### src/hw/rtl/tmrcc_pkg.sv
`timescale 1ns / 1ps

package tmrcc_pkg;

  // Stream payload widths in bits, padded to whole bytes.
  localparam int InDataW  = 8;
  localparam int OutDataW = 40;

  // Bit positions of the input fields.
  localparam int InTickBit = 0;
  localparam int InPinBit  = 1;

  // Bit positions of the result fields.
  localparam int OutCountLsb    = 0;
  localparam int OutOvfBit      = 16;
  localparam int OutIrqBit      = 17;
  localparam int OutPinBit      = 18;
  localparam int OutCapBit      = 19;
  localparam int OutCapturedLsb = 20;
  localparam int OutDownBit     = 36;

  // Configuration register indexes.
  localparam logic [2:0] REG_TIMER_MODE     = 3'd0;
  localparam logic [2:0] REG_PERIOD_VALUE   = 3'd1;
  localparam logic [2:0] REG_COMPARE_VALUE  = 3'd2;
  localparam logic [2:0] REG_COMPARE_ACTION = 3'd3;
  localparam logic [2:0] REG_COMPARE_ENABLE = 3'd4;
  localparam logic [2:0] REG_CAPTURE_EDGE   = 3'd5;
  localparam logic [2:0] REG_IS_CHANNEL_0   = 3'd6;
  localparam logic [2:0] REG_OVF_IRQ_ENABLE = 3'd7;

  // Timer modes.
  localparam logic [2:0] MODE_STOP   = 3'd0;
  localparam logic [2:0] MODE_FREE   = 3'd1;
  localparam logic [2:0] MODE_MODULO = 3'd2;
  localparam logic [2:0] MODE_UPDOWN = 3'd3;
  localparam logic [2:0] MODE_DOWN   = 3'd4;

  // Compare actions.
  localparam logic [2:0] ACT_SET          = 3'd0;
  localparam logic [2:0] ACT_CLEAR        = 3'd1;
  localparam logic [2:0] ACT_TOGGLE       = 3'd2;
  localparam logic [2:0] ACT_SET_UP       = 3'd3;
  localparam logic [2:0] ACT_CLEAR_UP     = 3'd4;
  localparam logic [2:0] ACT_CLEAR_PERIOD = 3'd5;
  localparam logic [2:0] ACT_SET_PERIOD   = 3'd6;
  localparam logic [2:0] ACT_FORCE_LOW    = 3'd7;

  // Capture edge select bits.
  localparam int EdgeRiseBit = 0;
  localparam int EdgeFallBit = 1;

endpackage

### src/hw/rtl/timer_counter_with_compare_capture.sv
`timescale 1ns / 1ps

// Timer with one output-compare / input-capture channel.
// Results are registered. Throughput: one item per cycle while m_tready
// allows; a two-entry output stage (register plus skid) keeps the input
// open for one more item while a result waits.
// Reset (rst, synchronous): counter, direction, output pin, pin history,
// capture latch, all configuration registers and the output stage clear.
module timer_counter_with_compare_capture #(
  parameter int COUNT_WIDTH = 16
) (
  input  logic                          clk,
  input  logic                          rst,
  // Configuration write channel.
  input  logic                          cfg_valid,
  output logic                          cfg_ready,
  input  logic [2:0]                    cfg_index,
  input  logic [15:0]                   cfg_data,
  // Input stream.
  input  logic                          s_tvalid,
  output logic                          s_tready,
  // s_tdata: [0] tick_enable, [1] pin_level, [7:2] zero.
  input  logic [tmrcc_pkg::InDataW-1:0] s_tdata,
  // Result stream.
  output logic                          m_tvalid,
  input  logic                          m_tready,
  // m_tdata: [15:0] count_value, [16] overflow_flag, [17] overflow_irq,
  // [18] out_pin, [19] capture_event, [35:20] captured_value,
  // [36] counting_down, [39:37] zero.
  output logic [tmrcc_pkg::OutDataW-1:0] m_tdata
);

  localparam int CW = COUNT_WIDTH;

  // Configuration registers.
  logic [2:0]  timer_mode;
  logic [15:0] period_value;
  logic [15:0] compare_value;
  logic [2:0]  compare_action;
  logic        compare_enable;
  logic [1:0]  capture_edge;
  logic        is_channel_zero;
  logic        overflow_irq_enable;

  // Timer state.
  logic [CW-1:0] counter;
  logic          direction_down;
  logic          output_level;
  logic          previous_pin;
  logic [CW-1:0] capture_latch;

  logic [CW-1:0] counter_next;
  logic          direction_down_next;
  logic          output_level_next;
  logic [CW-1:0] capture_latch_next;
  logic          ovf;
  logic          cap;

  // Output stage.
  logic                          out_valid;
  logic [tmrcc_pkg::OutDataW-1:0] out_data;
  logic                          skid_valid;
  logic [tmrcc_pkg::OutDataW-1:0] skid_data;
  logic [tmrcc_pkg::OutDataW-1:0] result;

  logic          push;
  logic          pop;
  logic          tick;
  logic          pin;
  logic [CW-1:0] top;
  logic [CW-1:0] thr;
  logic [CW-1:0] cnt_inc;
  logic [CW-1:0] cnt_dec;

  assign cfg_ready = 1'b1;
  assign s_tready  = !skid_valid;
  assign push      = s_tvalid && s_tready;
  assign pop       = out_valid && m_tready;
  assign m_tvalid  = out_valid;
  assign m_tdata   = out_data;

  assign tick    = s_tdata[tmrcc_pkg::InTickBit];
  assign pin     = s_tdata[tmrcc_pkg::InPinBit];
  assign top     = CW'(period_value);
  assign thr     = CW'(compare_value);
  assign cnt_inc = counter + 1'b1;
  assign cnt_dec = counter - 1'b1;

  // Configuration register writes.
  always_ff @(posedge clk) begin
    if (rst) begin
      timer_mode          <= tmrcc_pkg::MODE_STOP;
      period_value        <= '0;
      compare_value       <= '0;
      compare_action      <= tmrcc_pkg::ACT_SET;
      compare_enable      <= 1'b0;
      capture_edge        <= '0;
      is_channel_zero     <= 1'b0;
      overflow_irq_enable <= 1'b0;
    end else if (cfg_valid && cfg_ready) begin
      unique case (cfg_index)
        tmrcc_pkg::REG_TIMER_MODE:     timer_mode          <= cfg_data[2:0];
        tmrcc_pkg::REG_PERIOD_VALUE:   period_value        <= cfg_data;
        tmrcc_pkg::REG_COMPARE_VALUE:  compare_value       <= cfg_data;
        tmrcc_pkg::REG_COMPARE_ACTION: compare_action      <= cfg_data[2:0];
        tmrcc_pkg::REG_COMPARE_ENABLE: compare_enable      <= cfg_data[0];
        tmrcc_pkg::REG_CAPTURE_EDGE:   capture_edge        <= cfg_data[1:0];
        tmrcc_pkg::REG_IS_CHANNEL_0:   is_channel_zero     <= cfg_data[0];
        tmrcc_pkg::REG_OVF_IRQ_ENABLE: overflow_irq_enable <= cfg_data[0];
        default: ;
      endcase
    end
  end

  // Counter advance by mode; only a tick moves the counter.
  always_comb begin
    counter_next        = counter;
    direction_down_next = direction_down;
    ovf                 = 1'b0;
    if (tick) begin
      unique case (timer_mode)
        tmrcc_pkg::MODE_FREE: begin
          counter_next = cnt_inc;
          ovf          = (cnt_inc == '0);
        end
        tmrcc_pkg::MODE_MODULO: begin
          if (counter == top) begin
            counter_next = '0;
            ovf          = 1'b1;
          end else begin
            counter_next = cnt_inc;
            ovf          = (cnt_inc == '0);
          end
        end
        tmrcc_pkg::MODE_UPDOWN: begin
          if (!direction_down) begin
            counter_next = cnt_inc;
            ovf          = (cnt_inc == '0);
            if (cnt_inc == top) direction_down_next = 1'b1;
          end else begin
            counter_next = cnt_dec;
            if (cnt_dec == '0) begin
              ovf                 = 1'b1;
              direction_down_next = 1'b0;
            end
          end
        end
        tmrcc_pkg::MODE_DOWN: begin
          counter_next = (counter == '0) ? top : cnt_dec;
          ovf          = (counter == '0) ? (top == '0) : (cnt_dec == '0);
        end
        default: ;
      endcase
    end
  end

  // Compare action on the updated count; later checks take priority.
  always_comb begin
    logic hi;
    logic atcmp;
    hi                = (compare_action == tmrcc_pkg::ACT_SET_UP);
    atcmp             = (compare_action == tmrcc_pkg::ACT_CLEAR_PERIOD);
    output_level_next = output_level;
    if (tick && compare_enable) begin
      unique case (compare_action)
        tmrcc_pkg::ACT_SET: begin
          if (counter_next == thr) output_level_next = 1'b1;
        end
        tmrcc_pkg::ACT_CLEAR: begin
          if (counter_next == thr) output_level_next = 1'b0;
        end
        tmrcc_pkg::ACT_TOGGLE: begin
          if (counter_next == thr) output_level_next = !output_level;
        end
        tmrcc_pkg::ACT_SET_UP, tmrcc_pkg::ACT_CLEAR_UP: begin
          if (timer_mode == tmrcc_pkg::MODE_UPDOWN) begin
            if (counter_next == thr) begin
              output_level_next = direction_down_next ? !hi : hi;
            end else if (counter_next > thr) begin
              output_level_next = hi;
            end else begin
              output_level_next = !hi;
            end
          end else begin
            if (counter_next == thr) output_level_next = hi;
            if (counter_next == '0)  output_level_next = !hi;
          end
        end
        tmrcc_pkg::ACT_CLEAR_PERIOD, tmrcc_pkg::ACT_SET_PERIOD: begin
          if (!is_channel_zero) begin
            if (timer_mode == tmrcc_pkg::MODE_MODULO) begin
              if (counter_next == thr) output_level_next = atcmp;
              if (counter_next == '0)  output_level_next = !atcmp;
            end else begin
              if (counter_next == top) output_level_next = !atcmp;
              if (counter_next == thr) output_level_next = atcmp;
            end
          end
        end
        tmrcc_pkg::ACT_FORCE_LOW: output_level_next = 1'b0;
        default: ;
      endcase
    end
  end

  // Input capture on the selected pin edge, in capture mode only.
  always_comb begin
    logic sel;
    sel = pin ? capture_edge[tmrcc_pkg::EdgeRiseBit]
              : capture_edge[tmrcc_pkg::EdgeFallBit];
    cap                = (pin != previous_pin) && sel && !compare_enable;
    capture_latch_next = cap ? counter_next : capture_latch;
  end

  // Result word.
  always_comb begin
    result = '0;
    result[tmrcc_pkg::OutCountLsb +: 16]    = 16'(counter_next);
    result[tmrcc_pkg::OutOvfBit]            = ovf;
    result[tmrcc_pkg::OutIrqBit]            = ovf && overflow_irq_enable;
    result[tmrcc_pkg::OutPinBit]            = output_level_next;
    result[tmrcc_pkg::OutCapBit]            = cap;
    result[tmrcc_pkg::OutCapturedLsb +: 16] = 16'(capture_latch_next);
    result[tmrcc_pkg::OutDownBit]           = direction_down_next;
  end

  // Timer state update on each input transfer.
  always_ff @(posedge clk) begin
    if (rst) begin
      counter        <= '0;
      direction_down <= 1'b0;
      output_level   <= 1'b0;
      previous_pin   <= 1'b0;
      capture_latch  <= '0;
    end else if (push) begin
      counter        <= counter_next;
      direction_down <= direction_down_next;
      output_level   <= output_level_next;
      previous_pin   <= pin;
      capture_latch  <= capture_latch_next;
    end
  end

  // Output register with a skid entry behind it.
  always_ff @(posedge clk) begin
    if (rst) begin
      out_valid  <= 1'b0;
      skid_valid <= 1'b0;
    end else if (pop || !out_valid) begin
      if (skid_valid) begin
        out_valid  <= 1'b1;
        skid_valid <= 1'b0;
      end else begin
        out_valid <= push;
      end
    end else if (push) begin
      skid_valid <= 1'b1;
    end
  end

  always_ff @(posedge clk) begin
    if (pop || !out_valid) begin
      out_data <= skid_valid ? skid_data : result;
    end else if (push) begin
      skid_data <= result;
    end
  end

  // The skid entry is only filled behind a waiting result.
  a_skid_behind_out: assert property (@(posedge clk) disable iff (rst)
    skid_valid |-> out_valid)
    else $error("skid entry holds data while output register is empty");

  // A held skid entry is not dropped while the consumer stalls.
  a_skid_kept: assert property (@(posedge clk) disable iff (rst)
    (skid_valid && !m_tready) |=> skid_valid)
    else $error("skid entry lost during stall");

  // Without a tick the counter does not move.
  a_no_tick_hold: assert property (@(posedge clk) disable iff (rst)
    (push && !tick) |=> (counter == $past(counter)))
    else $error("counter moved without a tick");

  // Compare mode never latches a capture.
  a_no_capture_in_compare: assert property (@(posedge clk) disable iff (rst)
    (push && compare_enable) |=> (capture_latch == $past(capture_latch)))
    else $error("capture latched in compare mode");

  // Direction only changes in up/down mode.
  a_dir_updown_only: assert property (@(posedge clk) disable iff (rst)
    (push && (timer_mode != tmrcc_pkg::MODE_UPDOWN))
      |=> (direction_down == $past(direction_down)))
    else $error("direction changed outside up/down mode");

endmodule
### config.mk
export PLATFORM = sky130hd
export DESIGN_NAME = timer_counter_with_compare_capture
export DESIGN_NICKNAME = d
export VERILOG_FILES = /design/src/hw/rtl/tmrcc_pkg.sv /design/src/hw/rtl/timer_counter_with_compare_capture.sv
export SDC_FILE = /design/constraint.sdc
export NUM_CORES = 1
export LEC_CHECK = 0
export BUFFER_PORTS_ARGS = -buffer_cell sky130_fd_sc_hd__buf_4
export CORE_MARGIN = 4
export CORE_UTILIZATION = 45
export DETAILED_ROUTE_END_ITERATION = 6
export PLACE_DENSITY = 0.74
export SYNTH_ARGS = -nofsm -noshare
export SYNTH_HDL_FRONTEND = slang
export SYNTH_SLANG_ARGS = --single-unit
### constraint.sdc
create_clock -name clk -period 6.3 [get_ports clk]
set_input_delay 1.26 -clock clk [delete_from_list [all_inputs] [get_ports clk]]
set_output_delay 1.26 -clock clk [all_outputs]
set_load 0.01 [all_outputs]
Word level (Yosys, flattened, before mapping)
Cells that the tools add are included.

$add $sub $neg: 2. $mul: 0. Div/mod/pow operators: 0. Magnitude comparators: 1. Equal/unequal tests: 23. Shift operators: 0. Multiplexer cells: 37. Bitwise operators: 1. Reductions and logical operators: 32.

Operators by type and width (number): 16-bit logical NOT (5); 16-bit two-way mux (5); 16-bit == test (4); 16-bit one-hot mux with 4 select lines (1); 37-bit two-way mux (1); 1-bit two-way mux (28); 3-bit == test (second input constant) (9); 3-bit by 2-bit == test with 1-bit output (second input constant) (6); 2-bit AND reduction (9); 16-bit by 1-bit adder with 16-bit output (second input constant) (1); 16-bit greater-than comparator (1); 16-bit by 1-bit subtractor with 16-bit output (second input constant) (1); 3-bit by 1-bit == test with 1-bit output (second input constant) (3); 1-bit logical AND (6); 1-bit logical NOT (6); 3-bit logical NOT (2); 1-bit one-hot mux with 6 select lines (1); 2-bit OR reduction (3); 1-bit one-hot mux with 4 select lines (1); 1-bit logical OR (1); 1-bit inequality test (1); 1-bit NOT (1).

Register bits after elaboration: 154. Bits in latches: 0. Memory bits (writable): 0. Bits in read-only memories: 0. Output and inout bits: 43. Memories kept: 0.

Depth between registers and ports, before layout
Depth in word-level cells: 12. Gate-level depth with buffers: 22. Depth with buffers taken out: 20.

Worst setup path after synthesis
OpenSTA, ideal clock, no wires.

Path type: input to register. Start point: input port s_tdata[0] (netlist name). End point: register skid_data[18] (netlist name), data pin. Setup time: 0.264 ns. Arrival: 4.565 ns. Required time: 6.036 ns. Path slack: 1.471 ns. Stages: 19. Cell sequence: clkbuf_1 o21ai_0 buf_4 clkbuf_1 a21o_1 nand2_1 nand2_1 o22ai_1 inv_1 ha_1 nand3_1 nor3_1 nand2_1 nand2_1 inv_1 a2111oi_0 and3b_4 nor4_4 o21ai_1.

Cells in the longest elaborated chain, start to end: 8.

Ends and longest elaborated chain: start, declared (line timer_counter_with_compare_capture.sv:23) `input logic [tmrcc_pkg::InDataW-1:0] s_tdata,`; 16-bit two-way mux * (line timer_counter_with_compare_capture.sv:120) `if (tick) begin`; via counter_next[5] (line timer_counter_with_compare_capture.sv:52) `logic [CW-1:0] counter_next;`; branches (longest 5 deep; another with 16-bit greater-than comparator); 1-bit one-hot mux with 6 select lines * (line timer_counter_with_compare_capture.sv:165) `unique case (compare_action)`; 1-bit two-way mux * (line timer_counter_with_compare_capture.sv:164) `if (tick && compare_enable) begin`; via output_level_next (line timer_counter_with_compare_capture.sv:54) `logic output_level_next;`; end signal, assigned (line timer_counter_with_compare_capture.sv:265) `skid_data <= result;`; end, declared (line timer_counter_with_compare_capture.sv:63) `logic [tmrcc_pkg::OutDataW-1:0] skid_data;`.

Mark *: on every way through the listed nets, which the timed path passes. A chain may end at the register's enable or synchronous reset.

Worst setup path after layout
Start point: register counter[0]. End point: register out_data, in the netlist m_tdata[18], data pin.

Cells in the longest elaborated chain, start to end: 12.

Ends and longest elaborated chain: start, declared (line timer_counter_with_compare_capture.sv:46) `logic [CW-1:0] counter;`; start signal, assigned (line timer_counter_with_compare_capture.sv:236) `counter <= counter_next;`; 16-bit by 1-bit subtractor with 16-bit output, or another cell as far along (line timer_counter_with_compare_capture.sv:87) `assign cnt_dec = counter - 1'b1;`; 16-bit two-way mux (on tied branches) (line timer_counter_with_compare_capture.sv:149, timer_counter_with_compare_capture.sv:127, timer_counter_with_compare_capture.sv:136); 16-bit one-hot mux with 4 select lines * (line timer_counter_with_compare_capture.sv:121) `unique case (timer_mode)`; 16-bit two-way mux * (line timer_counter_with_compare_capture.sv:120); via counter_next[14] (line timer_counter_with_compare_capture.sv:52); branches (longest 5 deep; another with 16-bit greater-than comparator); 1-bit one-hot mux with 6 select lines * (line timer_counter_with_compare_capture.sv:165); 1-bit two-way mux * (line timer_counter_with_compare_capture.sv:164); 37-bit two-way mux * (line timer_counter_with_compare_capture.sv:263) `out_data <= skid_valid ? skid_data : result;`; end signal, assigned (line timer_counter_with_compare_capture.sv:263); end, declared (line timer_counter_with_compare_capture.sv:61) `logic [tmrcc_pkg::OutDataW-1:0] out_data;`.

Marked as above.

==> impl_metrics.env <==
export IMPL_status="completed"
export IMPL_stdcell_count=1486
export IMPL_wl_per_cell_um=21.91
export IMPL_grt_pass1_wl_um=50050
export IMPL_max_stage_delay_ps=670
export IMPL_synth_ff_type="dfxtp_1"
export IMPL_dpl_hpwl_um=23530
export IMPL_setup_viol_count_final=0
export IMPL_synth_top_area_frac=0.2272
export IMPL_synth_cell_types=95
export IMPL_grt_pass1_vias=8538
export IMPL_ys_ff_latch=154
export IMPL_grtUsageTotal=0.2670
export IMPL_die_area_um2=24150
export IMPL_vias=9170
export IMPL_final_nets=1252
export IMPL_path_cells="inv_1, ha_1, or4b_2, nor4_1, xnor2_1, a2bb2oi_1, nand3_1, nor2_1, inv_1, ha_1, nand4_1, nor2_1, nand2_1, nand2_1, inv_1, a2111oi_0, and3b_4, nor4_4, o31ai_2"
export IMPL_die_y_um=155.4
export IMPL_cp_data_required_time_ps=6440
export IMPL_die_w_um=155.4
export IMPL_final_common_cell="nand2_1"
export IMPL_peakVddDrop_uv=192.0
export IMPL_drive_above_1_share=0.1660
export IMPL_clk_latency_ps=430
export IMPL_finalCriticalPeriod_ps=5728
export IMPL_syn_area_um2=9779
export IMPL_drt_iter0_drc=1225
export IMPL_crit_path_max_fanout=14
export IMPL_grt_max_degree=82
export IMPL_io_pins=75
export IMPL_slew_viol_final=0
export IMPL_maxCapViolCount=0
export IMPL_fin_skew_ps=13.94
export IMPL_async_flop_share=0
export IMPL_finalHoldViolCount=0
export IMPL_cts_tree="built"
export IMPL_place_gp_congestion=1.117
export IMPL_finalSetupTns_ps=0
export IMPL_syn2layout_area_growth_pct=12.86
export IMPL_dp_cells=1454
export IMPL_clock_sinks=154
export IMPL_yosys_warnings=0
export IMPL_avgViaCountPerCell=6.171
export IMPL_post_cts_buffers=0
export IMPL_timing_fmax_ghz=0.1746
export IMPL_worstSetupEndpointType="register"
export IMPL_clock_path_buffers=2
export IMPL_rsz0062_at_grt="no"
export IMPL_htree_num_levels=4
export IMPL_crit_type="register to register"
export IMPL_synthTopCellsByArea="edfxtp_1, dfxtp_1, nand2_1"
export IMPL_cpMostUsedCell="inv_1"
export IMPL_period_share=0.9092
export IMPL_synth_yosys_seq_area_share=0.3910
export IMPL_tightest_slew_ps=1110
export IMPL_drc=0
export IMPL_cts_root_buf="clkbuf_16"
export IMPL_wl_um=32560
export IMPL_power_mw=2.529
export IMPL_critPathLaunchType="register"
export IMPL_start_util=0.4608
export IMPL_syn_inst=1168
export IMPL_max_slew_margin=0.2586
export IMPL_cts_buffers=17
export IMPL_portBuffers=64
export IMPL_first_pass_iters=5
export IMPL_cp_slowest_cell="or4b_2"
export IMPL_n_antenna_cell=0
export IMPL_row_count=53
export IMPL_clk_pin_slew_ps=70
export IMPL_worst_hold_slack_ps=455.6
export IMPL_power_density_nw_per_um2=229.2
export IMPL_synth_area_per_cell_um2=8.373
export IMPL_cp_data_arrival_time_ps=5870
export IMPL_hp_class="register to register"
export IMPL_cts_resized=0
export IMPL_antenna_found_initial=0
export IMPL_synth_edff_count=74
export IMPL_antenna_left=0
export IMPL_coreArea_um2=21220
export IMPL_hold_buffers=0
export IMPL_p_leak_nw=4.308
export IMPL_gr_total_overflow=0
export IMPL_yosysTopAreaCell="edfxtp_1"
export IMPL_most_common_layout_cells="nand2_1, buf_4, nor2_1, a21oi_1, dfxtp_1"
==> worst max-delay path: cells and delay by family (launching register included) <==
| kind | cells | cell delay, ps |
|---|---|---|
| AO/OA/AOI/OAI | 3 | 720 |
| XOR/XNOR | 1 | 290 |
| buffers and inverters | 3 | 350 |
| flip-flops | 1 | 520 |
| AND/OR/NAND/NOR | 10 | 2870 |
| adder cells (fa/ha/maj) | 2 | 680 |
==> through the flow <==
step | instance area (µm²) | setup WS, ps | utilization
floorplan | 9787 | 1471 | -
detailed placement | 10510 | 731.3 | 0.4953
global placement | 10510 | 885.3 | 0.4953
global route | 11040 | 95.11 | 0.5201
finish | 11040 | 571.9 | 0.5201
CTS | 11040 | 697.3 | 0.5201
==> synth_stat cells, drive strengths merged, types with 4 or more instances <==
cell	n
nor4	18
or2	5
o22ai	5
inv	41
o2111ai	5
nor2b	9
nor3b	7
nor3	37
mux2	25
a31oi	10
a2111oi	6
and3	8
nand3	30
o31a	4
a21o	9
nand3b	7
buf	24
dfxtp	80
or4b	4
or4	13
o21ai	50
nand2	190
or3	7
nand2b	6
a21oi	86
clkbuf	75
and2	18
or3b	5
nand4	20
a211oi	12
o21a	4
xor2	19
nor2	102
edfxtp	74
o211ai	7
and3b	4
a31o	4
o31ai	9
xnor2	35
and4	5
mux2i	20
ha	22
==> sequential cells by signal, summed over array words and instances, names as in the netlist, 3 cells and up <==
| name | flops |
|---|---|
| m_tdata | 37 |
| skid_data | 37 |
| capture_latch | 16 |
| compare_value | 16 |
| counter | 16 |
| period_value | 16 |
| compare_action | 3 |
| timer_mode | 3 |
==> per-layer routing <==
metal,track usage,vias up,part of all wire
met4,0.1271,0,0.048
met2,0.3971,555,0.44
met3,0.05591,112,0.10
li1,-,4232,-
met1,0.3710,4271,0.41
met5,0,-,0
==> power by group <==
part           internal, mW  total [mW]  leakage [nW]  switching [mW]
clock network         0.505       0.924         0.247           0.418
logic                 0.182       0.472          2.67           0.290
registers              1.10        1.13          1.39          0.0385
==> kinds of logic (layout without fill, tap and decap cells) <==
| group | count (synthesis) | in the layout | share of synthesized area |
|---|---|---|---|
| AO/OA/AOI/OAI | 247 | 247 | 0.1627 |
| AND/OR/NAND/NOR | 504 | 504 | 0.2581 |
| XOR/XNOR | 54 | 54 | 0.04836 |
| adder cells (fa/ha/maj) | 22 | 22 | 0.02815 |
| other | 2 | 4 | 0.0007679 |
| multiplexers | 45 | 45 | 0.04926 |
| buffers and inverters | 140 | 181 | 0.06167 |
| flip-flops | 154 | 154 | 0.3910 |
==> layout make-up <==
class	count	area (µm²)
Inverter	41	153.9
Clock inverter	13	93.84
Sequential cell	154	3824
Clock buffer	19	432.9
Multi-Input combinational cell	876	5378
Fill cell	1989	10180
Timing Repair Buffer	108	810.8
Tap cell	275	344.1
==> path summary, 6_finish.rpt <==
kind	startpoint	to	slack, ps	depth (start not counted)
setup / recovery	counter[0]	m_tdata[18]	570	19
hold reg to reg	compare_value[14]	compare_value[14]	460	2
setup reg to reg	counter[0]	m_tdata[18]	570	19
hold / removal	compare_value[14]	compare_value[14]	460	2
No activity file was read; power rests on OpenSTA's default activity.
